### src/rtl/core/assert_macros.svh
// Assertion helpers, clocked on clk_i and held off during reset
`ifndef ASSERT_MACROS_SVH
`define ASSERT_MACROS_SVH

`define ASSERT_ALWAYS(lbl, prop) \
  lbl: assert property (@(posedge clk_i) disable iff (!rst_ni) (prop)) \
    else $error("%m: check failed");

`define ASSERT_IMPLIES(lbl, ante, cons) \
  lbl: assert property (@(posedge clk_i) disable iff (!rst_ni) (ante) |-> (cons)) \
    else $error("%m: check failed");

`endif

### src/rtl/core/mm4_pkg.sv
package mm4_pkg;

  localparam int MATRIX_DIM = 4;
  localparam int FRAC_BITS  = 16;
  localparam int ELEM_COUNT = MATRIX_DIM * MATRIX_DIM;
  localparam int DATA_W     = 32;
  localparam int PROD_W     = 2 * DATA_W;
  localparam int ACC_W      = PROD_W + $clog2(MATRIX_DIM);
  localparam int ADDR_W     = $clog2(ELEM_COUNT);
  localparam int DIM_W      = $clog2(MATRIX_DIM);
  localparam int IDX_W      = 4;

  typedef enum logic {
    ST_LOAD,
    ST_CALC
  } ctrl_state_e;

  // travels with each read through the pipeline
  typedef struct packed {
    logic             first;
    logic             last;
    logic             run_last;
    logic [IDX_W-1:0] elem;
  } tag_t;

  typedef struct packed {
    logic              wr_en;
    logic [ADDR_W-1:0] wr_addr;
    logic              issue;
    logic [ADDR_W-1:0] a_addr;
    logic [ADDR_W-1:0] b_addr;
    tag_t              tag;
  } cmd_t;

  typedef struct packed {
    logic advance;
  } status_t;

endpackage

### src/rtl/core/mm4_in_if.sv
interface mm4_in_if;
  import mm4_pkg::*;

  logic                     valid;
  logic                     ready;
  logic signed [DATA_W-1:0] a_value;
  logic signed [DATA_W-1:0] b_value;

  modport source (output valid, a_value, b_value, input ready);
  modport sink (input valid, a_value, b_value, output ready);
endinterface

### src/rtl/core/mm4_out_if.sv
interface mm4_out_if;
  import mm4_pkg::*;

  logic                     valid;
  logic                     ready;
  logic signed [DATA_W-1:0] product_value;
  logic [IDX_W-1:0]         element_index;
  logic                     last_of_run;

  modport source (output valid, product_value, element_index, last_of_run, input ready);
  modport sink (input valid, product_value, element_index, last_of_run, output ready);
endinterface

### src/rtl/core/mm4_ram.sv
module mm4_ram #(
  parameter int WIDTH = 32,
  parameter int DEPTH = 16
) (
  input  logic                     clk_i,
  input  logic                     wr_en_i,
  input  logic [$clog2(DEPTH)-1:0] wr_addr_i,
  input  logic [WIDTH-1:0]         wr_data_i,
  input  logic                     rd_en_i,
  input  logic [$clog2(DEPTH)-1:0] rd_addr_i,
  output logic [WIDTH-1:0]         rd_data_o
);

  logic [WIDTH-1:0] mem_q [DEPTH];
  logic [WIDTH-1:0] rd_data_q;

  always_ff @(posedge clk_i) begin
    if (wr_en_i) begin
      mem_q[wr_addr_i] <= wr_data_i;
    end
    if (rd_en_i) begin
      rd_data_q <= mem_q[rd_addr_i];
    end
  end

  assign rd_data_o = rd_data_q;

endmodule

### src/rtl/core/mm4_datapath.sv
module mm4_datapath (
  input  logic                             clk_i,
  input  logic                             rst_ni,
  input  mm4_pkg::cmd_t                    cmd_i,
  input  logic signed [mm4_pkg::DATA_W-1:0] a_value_i,
  input  logic signed [mm4_pkg::DATA_W-1:0] b_value_i,
  output mm4_pkg::status_t                 status_o,
  mm4_out_if.source                        out_o
);
  import mm4_pkg::*;

  logic                     advance;
  logic signed [DATA_W-1:0] a_rd;
  logic signed [DATA_W-1:0] b_rd;

  logic                     v1_q, v2_q, done3_q;
  tag_t                     tag1_q, tag2_q, tag3_q;
  logic signed [PROD_W-1:0] prod_d, prod_q;
  logic signed [ACC_W-1:0]  acc_base, acc_d, acc_q;

  logic signed [ACC_W-1:0]  shifted;
  logic [ACC_W-DATA_W:0]    upper;
  logic                     fits;
  logic signed [DATA_W-1:0] sat_value;

  logic                     out_valid_d, out_valid_q;
  logic signed [DATA_W-1:0] out_value_q;
  logic [IDX_W-1:0]         out_elem_q;
  logic                     out_last_q;

  // whole pipeline freezes while a finished sum cannot move to the output
  assign advance  = !(done3_q && out_valid_q && !out_o.ready);
  assign status_o = '{advance: advance};

  mm4_ram #(.WIDTH(DATA_W), .DEPTH(ELEM_COUNT)) u_left_ram (
    .clk_i     (clk_i),
    .wr_en_i   (cmd_i.wr_en),
    .wr_addr_i (cmd_i.wr_addr),
    .wr_data_i (a_value_i),
    .rd_en_i   (advance),
    .rd_addr_i (cmd_i.a_addr),
    .rd_data_o (a_rd)
  );

  mm4_ram #(.WIDTH(DATA_W), .DEPTH(ELEM_COUNT)) u_right_ram (
    .clk_i     (clk_i),
    .wr_en_i   (cmd_i.wr_en),
    .wr_addr_i (cmd_i.wr_addr),
    .wr_data_i (b_value_i),
    .rd_en_i   (advance),
    .rd_addr_i (cmd_i.b_addr),
    .rd_data_o (b_rd)
  );

  assign prod_d   = a_rd * b_rd;
  assign acc_base = tag2_q.first ? {ACC_W{1'b0}} : acc_q;
  assign acc_d    = acc_base + ACC_W'(prod_q);

  assign shifted   = acc_q >>> FRAC_BITS;
  assign upper     = shifted[ACC_W-1:DATA_W-1];
  assign fits      = (&upper) | ~(|upper);
  assign sat_value = fits ? shifted[DATA_W-1:0] :
                     (acc_q[ACC_W-1] ? {1'b1, {(DATA_W-1){1'b0}}}
                                     : {1'b0, {(DATA_W-1){1'b1}}});

  always_comb begin
    priority if (advance && done3_q) begin
      out_valid_d = 1'b1;
    end else if (out_o.ready) begin
      out_valid_d = 1'b0;
    end else begin
      out_valid_d = out_valid_q;
    end
  end

  always_ff @(posedge clk_i or negedge rst_ni) begin
    if (!rst_ni) begin
      v1_q        <= 1'b0;
      v2_q        <= 1'b0;
      done3_q     <= 1'b0;
      out_valid_q <= 1'b0;
    end else begin
      if (advance) begin
        v1_q    <= cmd_i.issue;
        v2_q    <= v1_q;
        done3_q <= v2_q && tag2_q.last;
      end
      out_valid_q <= out_valid_d;
    end
  end

  always_ff @(posedge clk_i) begin
    if (advance) begin
      tag1_q <= cmd_i.tag;
      tag2_q <= tag1_q;
      tag3_q <= tag2_q;
      prod_q <= prod_d;
      if (v2_q) begin
        acc_q <= acc_d;
      end
      if (done3_q) begin
        out_value_q <= sat_value;
        out_elem_q  <= tag3_q.elem;
        out_last_q  <= tag3_q.run_last;
      end
    end
  end

  assign out_o.valid         = out_valid_q;
  assign out_o.product_value = out_value_q;
  assign out_o.element_index = out_elem_q;
  assign out_o.last_of_run   = out_last_q;

endmodule

### src/rtl/core/mm4_ctrl.sv
module mm4_ctrl (
  input  logic             clk_i,
  input  logic             rst_ni,
  input  logic             in_valid_i,
  output logic             in_ready_o,
  input  mm4_pkg::status_t status_i,
  output mm4_pkg::cmd_t    cmd_o
);
  import mm4_pkg::*;

  ctrl_state_e       state_d, state_q;
  logic [ADDR_W-1:0] load_cnt_d, load_cnt_q;
  logic [DIM_W-1:0]  r_d, r_q, i_d, i_q;
  logic [ADDR_W-1:0] c_base_d, c_base_q;
  logic [ADDR_W-1:0] a_addr_d, a_addr_q;
  logic [ADDR_W-1:0] elem_addr;

  logic accept, issue;
  logic load_last, i_last, r_last, c_last;

  assign load_last = load_cnt_q == ADDR_W'(ELEM_COUNT - 1);
  assign i_last    = i_q == DIM_W'(MATRIX_DIM - 1);
  assign r_last    = r_q == DIM_W'(MATRIX_DIM - 1);
  assign c_last    = c_base_q == ADDR_W'(ELEM_COUNT - MATRIX_DIM);
  assign accept    = in_valid_i && in_ready_o;
  assign issue     = (state_q == ST_CALC) && status_i.advance;
  assign elem_addr = c_base_q + ADDR_W'(r_q);

  // next state
  always_comb begin
    state_d = state_q;
    unique case (state_q)
      ST_LOAD: begin
        if (accept && load_last) begin
          state_d = ST_CALC;
        end
      end
      ST_CALC: begin
        if (issue && i_last && r_last && c_last) begin
          state_d = ST_LOAD;
        end
      end
      default: state_d = ST_LOAD;
    endcase
  end

  // outputs
  always_comb begin
    in_ready_o        = (state_q == ST_LOAD);
    cmd_o.wr_en       = accept;
    cmd_o.wr_addr     = load_cnt_q;
    cmd_o.issue       = issue;
    cmd_o.a_addr      = a_addr_q;
    cmd_o.b_addr      = c_base_q + ADDR_W'(i_q);
    cmd_o.tag.first    = (i_q == '0);
    cmd_o.tag.last     = i_last;
    cmd_o.tag.run_last = r_last && c_last;
    cmd_o.tag.elem     = IDX_W'(elem_addr);
  end

  // index counters
  always_comb begin
    load_cnt_d = load_cnt_q;
    r_d        = r_q;
    i_d        = i_q;
    c_base_d   = c_base_q;
    a_addr_d   = a_addr_q;
    if (accept) begin
      load_cnt_d = load_last ? '0 : load_cnt_q + 1'b1;
    end
    if (issue) begin
      if (i_last) begin
        i_d = '0;
        if (r_last) begin
          r_d      = '0;
          a_addr_d = '0;
          c_base_d = c_last ? '0 : c_base_q + ADDR_W'(MATRIX_DIM);
        end else begin
          r_d      = r_q + 1'b1;
          a_addr_d = ADDR_W'(r_q) + 1'b1;
        end
      end else begin
        i_d      = i_q + 1'b1;
        a_addr_d = a_addr_q + ADDR_W'(MATRIX_DIM);
      end
    end
  end

  always_ff @(posedge clk_i or negedge rst_ni) begin
    if (!rst_ni) begin
      state_q    <= ST_LOAD;
      load_cnt_q <= '0;
      r_q        <= '0;
      i_q        <= '0;
      c_base_q   <= '0;
      a_addr_q   <= '0;
    end else begin
      state_q    <= state_d;
      load_cnt_q <= load_cnt_d;
      r_q        <= r_d;
      i_q        <= i_d;
      c_base_q   <= c_base_d;
      a_addr_q   <= a_addr_d;
    end
  end

endmodule

### src/rtl/core/matrix4x4_multiply.sv
// 4x4 signed Q16.16 matrix multiply, C = A*B, all column-major. Requests carry
// one element of A and of B at the same index, in index order, and are taken
// one per cycle into two 16x32 RAMs; while the product is formed the input
// stalls. One shared 32x32 multiplier and a wide accumulator take one term per
// cycle while the output is not stalled, and the 16 results leave in index
// order, with last_of_run on the final one. Loading and computing do not
// overlap: a run takes all its requests first, then forms the products, paced
// by the single multiply-accumulate and the RAM read port. After the last read
// the final sum passes the RAM data, product, accumulator and output registers.
// Loading of the next matrices starts the cycle after the last read is issued.
// Sums are shifted right by 16 (toward minus infinity) and saturated to 32
// bits. A stalled output freezes the compute pipeline without loss.
`include "assert_macros.svh"

module matrix4x4_multiply (
  input  logic       clk_i,
  input  logic       rst_ni,
  mm4_in_if.sink     in_i,
  mm4_out_if.source  out_o
);
  import mm4_pkg::*;

  cmd_t    cmd;
  status_t status;
  logic    in_ready;

  assign in_i.ready = in_ready;

  mm4_ctrl u_ctrl (
    .clk_i      (clk_i),
    .rst_ni     (rst_ni),
    .in_valid_i (in_i.valid),
    .in_ready_o (in_ready),
    .status_i   (status),
    .cmd_o      (cmd)
  );

  mm4_datapath u_datapath (
    .clk_i     (clk_i),
    .rst_ni    (rst_ni),
    .cmd_i     (cmd),
    .a_value_i (in_i.a_value),
    .b_value_i (in_i.b_value),
    .status_o  (status),
    .out_o     (out_o)
  );

  `ASSERT_IMPLIES(no_load_during_calc, cmd.issue, !in_i.ready)
  `ASSERT_IMPLIES(write_on_accept, cmd.wr_en, in_i.valid && in_i.ready)
  `ASSERT_IMPLIES(stall_needs_block, !status.advance, out_o.valid && !out_o.ready)
  `ASSERT_IMPLIES(last_at_final_index, out_o.valid && out_o.last_of_run,
                  out_o.element_index == IDX_W'(ELEM_COUNT - 1))

endmodule
### src/flat_wrapper.sv
// flat-port wrapper written by rule: the top's interface ports become plain ports
module matrix4x4_multiply_flat import mm4_pkg::*;
  (clk_i, rst_ni, in_i_valid, in_i_a_value, in_i_b_value, in_i_ready, out_o_valid, out_o_product_value, out_o_element_index, out_o_last_of_run, out_o_ready);
  mm4_in_if in_i_i ();
  mm4_out_if out_o_i ();
  input  logic clk_i;
  input  logic rst_ni;
  input wire logic [$bits(in_i_i.valid)-1:0] in_i_valid;
  input wire logic [$bits(in_i_i.a_value)-1:0] in_i_a_value;
  input wire logic [$bits(in_i_i.b_value)-1:0] in_i_b_value;
  output wire logic [$bits(in_i_i.ready)-1:0] in_i_ready;
  output wire logic [$bits(out_o_i.valid)-1:0] out_o_valid;
  output wire logic [$bits(out_o_i.product_value)-1:0] out_o_product_value;
  output wire logic [$bits(out_o_i.element_index)-1:0] out_o_element_index;
  output wire logic [$bits(out_o_i.last_of_run)-1:0] out_o_last_of_run;
  input wire logic [$bits(out_o_i.ready)-1:0] out_o_ready;
  assign in_i_i.valid = in_i_valid;
  assign in_i_i.a_value = in_i_a_value;
  assign in_i_i.b_value = in_i_b_value;
  assign in_i_ready = in_i_i.ready;
  assign out_o_valid = out_o_i.valid;
  assign out_o_product_value = out_o_i.product_value;
  assign out_o_element_index = out_o_i.element_index;
  assign out_o_last_of_run = out_o_i.last_of_run;
  assign out_o_i.ready = out_o_ready;
  matrix4x4_multiply u_core (.clk_i(clk_i), .rst_ni(rst_ni), .in_i(in_i_i), .out_o(out_o_i));
endmodule
### config.mk
export PLATFORM = sky130hd
export DESIGN_NAME = matrix4x4_multiply_flat
export DESIGN_NICKNAME = d
export VERILOG_FILES = /design/src/rtl/core/mm4_pkg.sv /design/src/rtl/core/mm4_in_if.sv /design/src/rtl/core/mm4_out_if.sv /design/src/rtl/core/mm4_ram.sv /design/src/rtl/core/mm4_datapath.sv /design/src/rtl/core/mm4_ctrl.sv /design/src/rtl/core/matrix4x4_multiply.sv /design/src/flat_wrapper.sv
export VERILOG_INCLUDE_DIRS = /design/src /design/src/rtl/core
export SDC_FILE = /design/constraint.sdc
export NUM_CORES = 2
export LEC_CHECK = 0
export BUFFER_PORTS_ARGS = -buffer_cell sky130_fd_sc_hd__buf_2
export CAP_MARGIN = 40
export CORE_ASPECT_RATIO = 2
export CORE_MARGIN = 5
export CORE_UTILIZATION = 35
export DETAILED_ROUTE_END_ITERATION = 8
export GPL_ROUTABILITY_DRIVEN = 0
export SETUP_SLACK_MARGIN = 0.4
export SLEW_MARGIN = 10
export SYNTH_ARGS = -nofsm -noshare
export SYNTH_HDL_FRONTEND = slang
export SYNTH_SLANG_ARGS = --single-unit
### constraint.sdc
create_clock -name clk_i -period 11.45 [get_ports clk_i]
set_clock_uncertainty 0.05 [all_clocks]
set_input_delay 1.145 -clock clk_i [delete_from_list [all_inputs] [get_ports clk_i]]
set_output_delay 1.145 -clock clk_i [all_outputs]
set_load 0.01 [all_outputs]
==> impl_metrics.csv <==
group,metric,value,unit
clocking,clk_pin_slew_worst_paths,0.09,ns
timing,rsz0062_at_grt,"false",
critical_path,cp.arrival,9.79,ns
timing,finalMaxSlewViolations,0,
timing,period_needed,9.36,ns
critical_path,reg2regPathDepth,25,
clocking,cts_tree,"built",
layout,final_common_cell,"edfxtp_1",
timing,fin_crit_sh,81.8,%
detailed_routing,drtIter0Drc,3358,
synthesis,yosys_register_bits,1293,
detailed_routing,route.detailed.drc,0,
worst_hold_path,hold_path.class,"input port to asynchronous set/reset pin",
layout,drive_above_1_share,12.4,%
critical_path,r2r-end,"u_core.u_datapath.prod_q[62]$_DFFE_PN_",
global_route,antenna_found_initial,36,
status,outcome,"complete, no violations",
clocking,htree_levels,3,
critical_path,timing.rr.start,"u_core.u_datapath.u_right_ram.rd_data_o[4]$_DFFE_PN_",
floorplan,die-area,0.260,sq mm
layout,syn2layout_area_growth,9.71,%
synthesis,synth_cell_types,78,
timing,relSlewSlack,37.1,%
clocking,cts_buffers,108,
floorplan,num_rows,259,
detailed_routing,ant_nets,0,
flow_run,drv_cap,0,
critical_path,startpoint,"u_core.u_datapath.u_right_ram.rd_data_o[4]$_DFFE_PN_",
placed_design,place.port_buffers,106,
timing,worst_pin_slew,0.943,ns
global_route,overflow,0,
layout,final_nets,7734,
critical_path,startpoint_type,"flop",
critical_path,crit_required,11.88,ns
synthesis,synth_fp_nets,7677,
synthesis,yosysWarnings,0,
floorplan,core_region_area,0.249,sq mm
floorplan,initial_core_util,35.1,%
clocking,postCtsSetupBuffers,0,
timing,holdWs,0.274,ns
placed_design,hpwl,178000,um
detailed_routing,routed_wl,246000,um
critical_path,path_class,"flop to flop",
floorplan,fp.dieW,363,um
placed_design,dp.cells,9476,
floorplan,ioPinCount,107,
clocking,cts_hold_buf,0,
synthesis,syn-cell-area,0.0872,sq mm
synthesis,yosysSeqAreaShare,44.4,%
synthesis,synth_top_flop_cell,"edfxtp_1",
layout,stdcell_count,9686,
timing,finalHoldViolCount,0,
critical_path,critPathMaxFanout,22,
timing,setup_viol,0,
floorplan,die_h,716,um
synthesis,synth.avg_cell_area,13.9,sq um
global_route,grt_use_total,19.0,%
detailed_routing,dr.pass1.iters,5,
clocking,cts_buffer_depth,3,
detailed_routing,wl_per_cell,25.4,um
clocking,clock_latency,0.79,ns
critical_path,endpoint_kind,"flop",
synthesis,netlist_instances,6269,
global_route,grt_pass1_vias,57100,
layout,layout_common_cells,"edfxtp_1, fa_1, inv_1",
clocking,cts.sinks,1293,
global_route,grt_pass1_wl,364000,um
synthesis,async_flop_share,1.47,%
critical_path,r2r_slack,2.09,ns
detailed_routing,vias,50200,
timing,tns,0,ns
clocking,cts_resized,0,
synthesis,synth_edf_count,1274,
global_route,grt_max_degree,91,
timing,fmaxAchievable,107,MHz
detailed_routing,routed_via_density,5.19,
clocking,root_buffer,"clkbuf_16",
==> per-stage QoR <==
stage	setup slack (ns)	util, %	instance area [sq um]
floorplan	3.28	-	87200
global placement	1.69	37.0	91900
detailed placement	2.36	37.1	92100
CTS	2.28	38.5	95600
global route	1.84	38.5	95700
finish	2.09	38.5	95700
==> Yosys cell counts (8+ instances only) <==
library cell,instances,area share (%)
nand2b_1,26,0.19
nor2b_1,77,0.55
buf_1,35,0.15
inv_1,983,4.2
ha_1,257,3.7
nor2_1,97,0.42
and2_1,552,4.0
mux4_2,320,8.3
a21oi_1,135,0.77
fa_1,1083,25
edfxtp_1,1274,44
a21o_1,107,0.92
clkbuf_1,275,1.2
xnor2_1,91,0.91
nor3_1,15,0.086
a211oi_1,18,0.15
o21bai_1,16,0.14
a31oi_1,16,0.11
o21ai_1,21,0.12
o211ai_1,8,0.069
nand3_1,31,0.18
xor2_1,44,0.44
o21ai_0,55,0.32
o21a_1,9,0.077
and3_1,13,0.093
nand2_1,548,2.4
dfrtp_1,19,0.54
nand4_1,27,0.19
==> state kept, by name (all words and copies together), names as in the netlist <==
signal,cells
u_core.u_ctrl.a_addr_q,4
u_core.u_ctrl.c_base_q,2
u_core.u_ctrl.i_q,2
u_core.u_ctrl.load_cnt_q,4
u_core.u_ctrl.r_q,2
u_core.u_ctrl.state_q,1
u_core.u_datapath.acc_q,66
u_core.u_datapath.done3_q,1
u_core.u_datapath.out_o.element_index,4
u_core.u_datapath.out_o.last_of_run,1
u_core.u_datapath.out_o.product_value,32
u_core.u_datapath.out_o.valid,1
u_core.u_datapath.prod_q,64
u_core.u_datapath.tag1_q,7
u_core.u_datapath.tag2_q,7
u_core.u_datapath.tag3_q,5
u_core.u_datapath.u_left_ram.mem_q,512
u_core.u_datapath.u_left_ram.rd_data_o,32
u_core.u_datapath.u_right_ram.mem_q,512
u_core.u_datapath.u_right_ram.rd_data_o,32
u_core.u_datapath.v1_q,1
u_core.u_datapath.v2_q,1
==> critical path, cell delays in order, from the launching register on <==
cell	delay (ns)
edfxtp_1	0.69
buf_4	0.46
nand2_1	0.13
fa_1	0.51
fa_1	0.42
fa_1	0.52
fa_1	0.56
inv_1	0.06
fa_1	0.52
inv_1	0.06
fa_1	0.53
inv_1	0.05
fa_1	0.49
fa_1	0.41
ha_1	0.44
nand4_1	0.20
nor4_2	0.78
a2111oi_2	0.23
a211oi_1	0.64
buf_4	0.27
o211ai_1	0.16
a21o_1	0.23
a211oi_1	0.28
a21oi_1	0.08
o21ai_1	0.16
xor2_1	0.08
==> how the worst max path moves through the flow <==
stage,depth (start not counted),to,slack (ns)
after detailed placement,25,u_core.u_datapath.prod_q[62]$_DFFE_PN_,2.36
after floorplan,25,u_core.u_datapath.prod_q[60]$_DFFE_PN_,3.28
after global placement,22,u_core.u_datapath.prod_q[62]$_DFFE_PN_,1.69
final,25,u_core.u_datapath.prod_q[62]$_DFFE_PN_,2.09
after CTS,25,u_core.u_datapath.prod_q[62]$_DFFE_PN_,2.28
after global routing,24,u_core.u_datapath.prod_q[60]$_DFFE_PN_,1.84
==> final cells by class <==
cell class	instances	area (sq um)
diodes	12	30.0
clock buffers	124	2760
clock inverters	72	767
fillers	23000	153000
inverters	983	3690
multi-input cells	3681	43700
flip-flops and latches	1293	38800
well taps	3262	4080
repair buffers	259	1910
==> per-layer routing <==
metal	vias up	GRT usage, %	part of all wire (%)
met1	26600	18.4	31
met4	28	12.4	7.9
met2	1711	36.8	56
met3	859	2.84	4.8
met5	-	0	0.076
li1	21100	-	-
==> cells by family (layout without fill, tap and decap cells) <==
group                      after synthesis  in the layout  share of synthesized area [%]
DFF                                   1293           1293                           44.4
AOI/OAI and AO/OA                      461            461                           3.49
muxes                                  326            326                           8.34
adders and majority gates             1340           1340                           28.5
buffers and inverters                 1295           1438                           5.57
other                                    0             12                              0
and+or+nand+nor                       1419           1419                           8.31
xor gates and xnor gates               135            135                           1.36
Power is left out: the tool's default activity adds up to more than one toggle a clock period on the data nets, which glitch-free logic cannot reach.
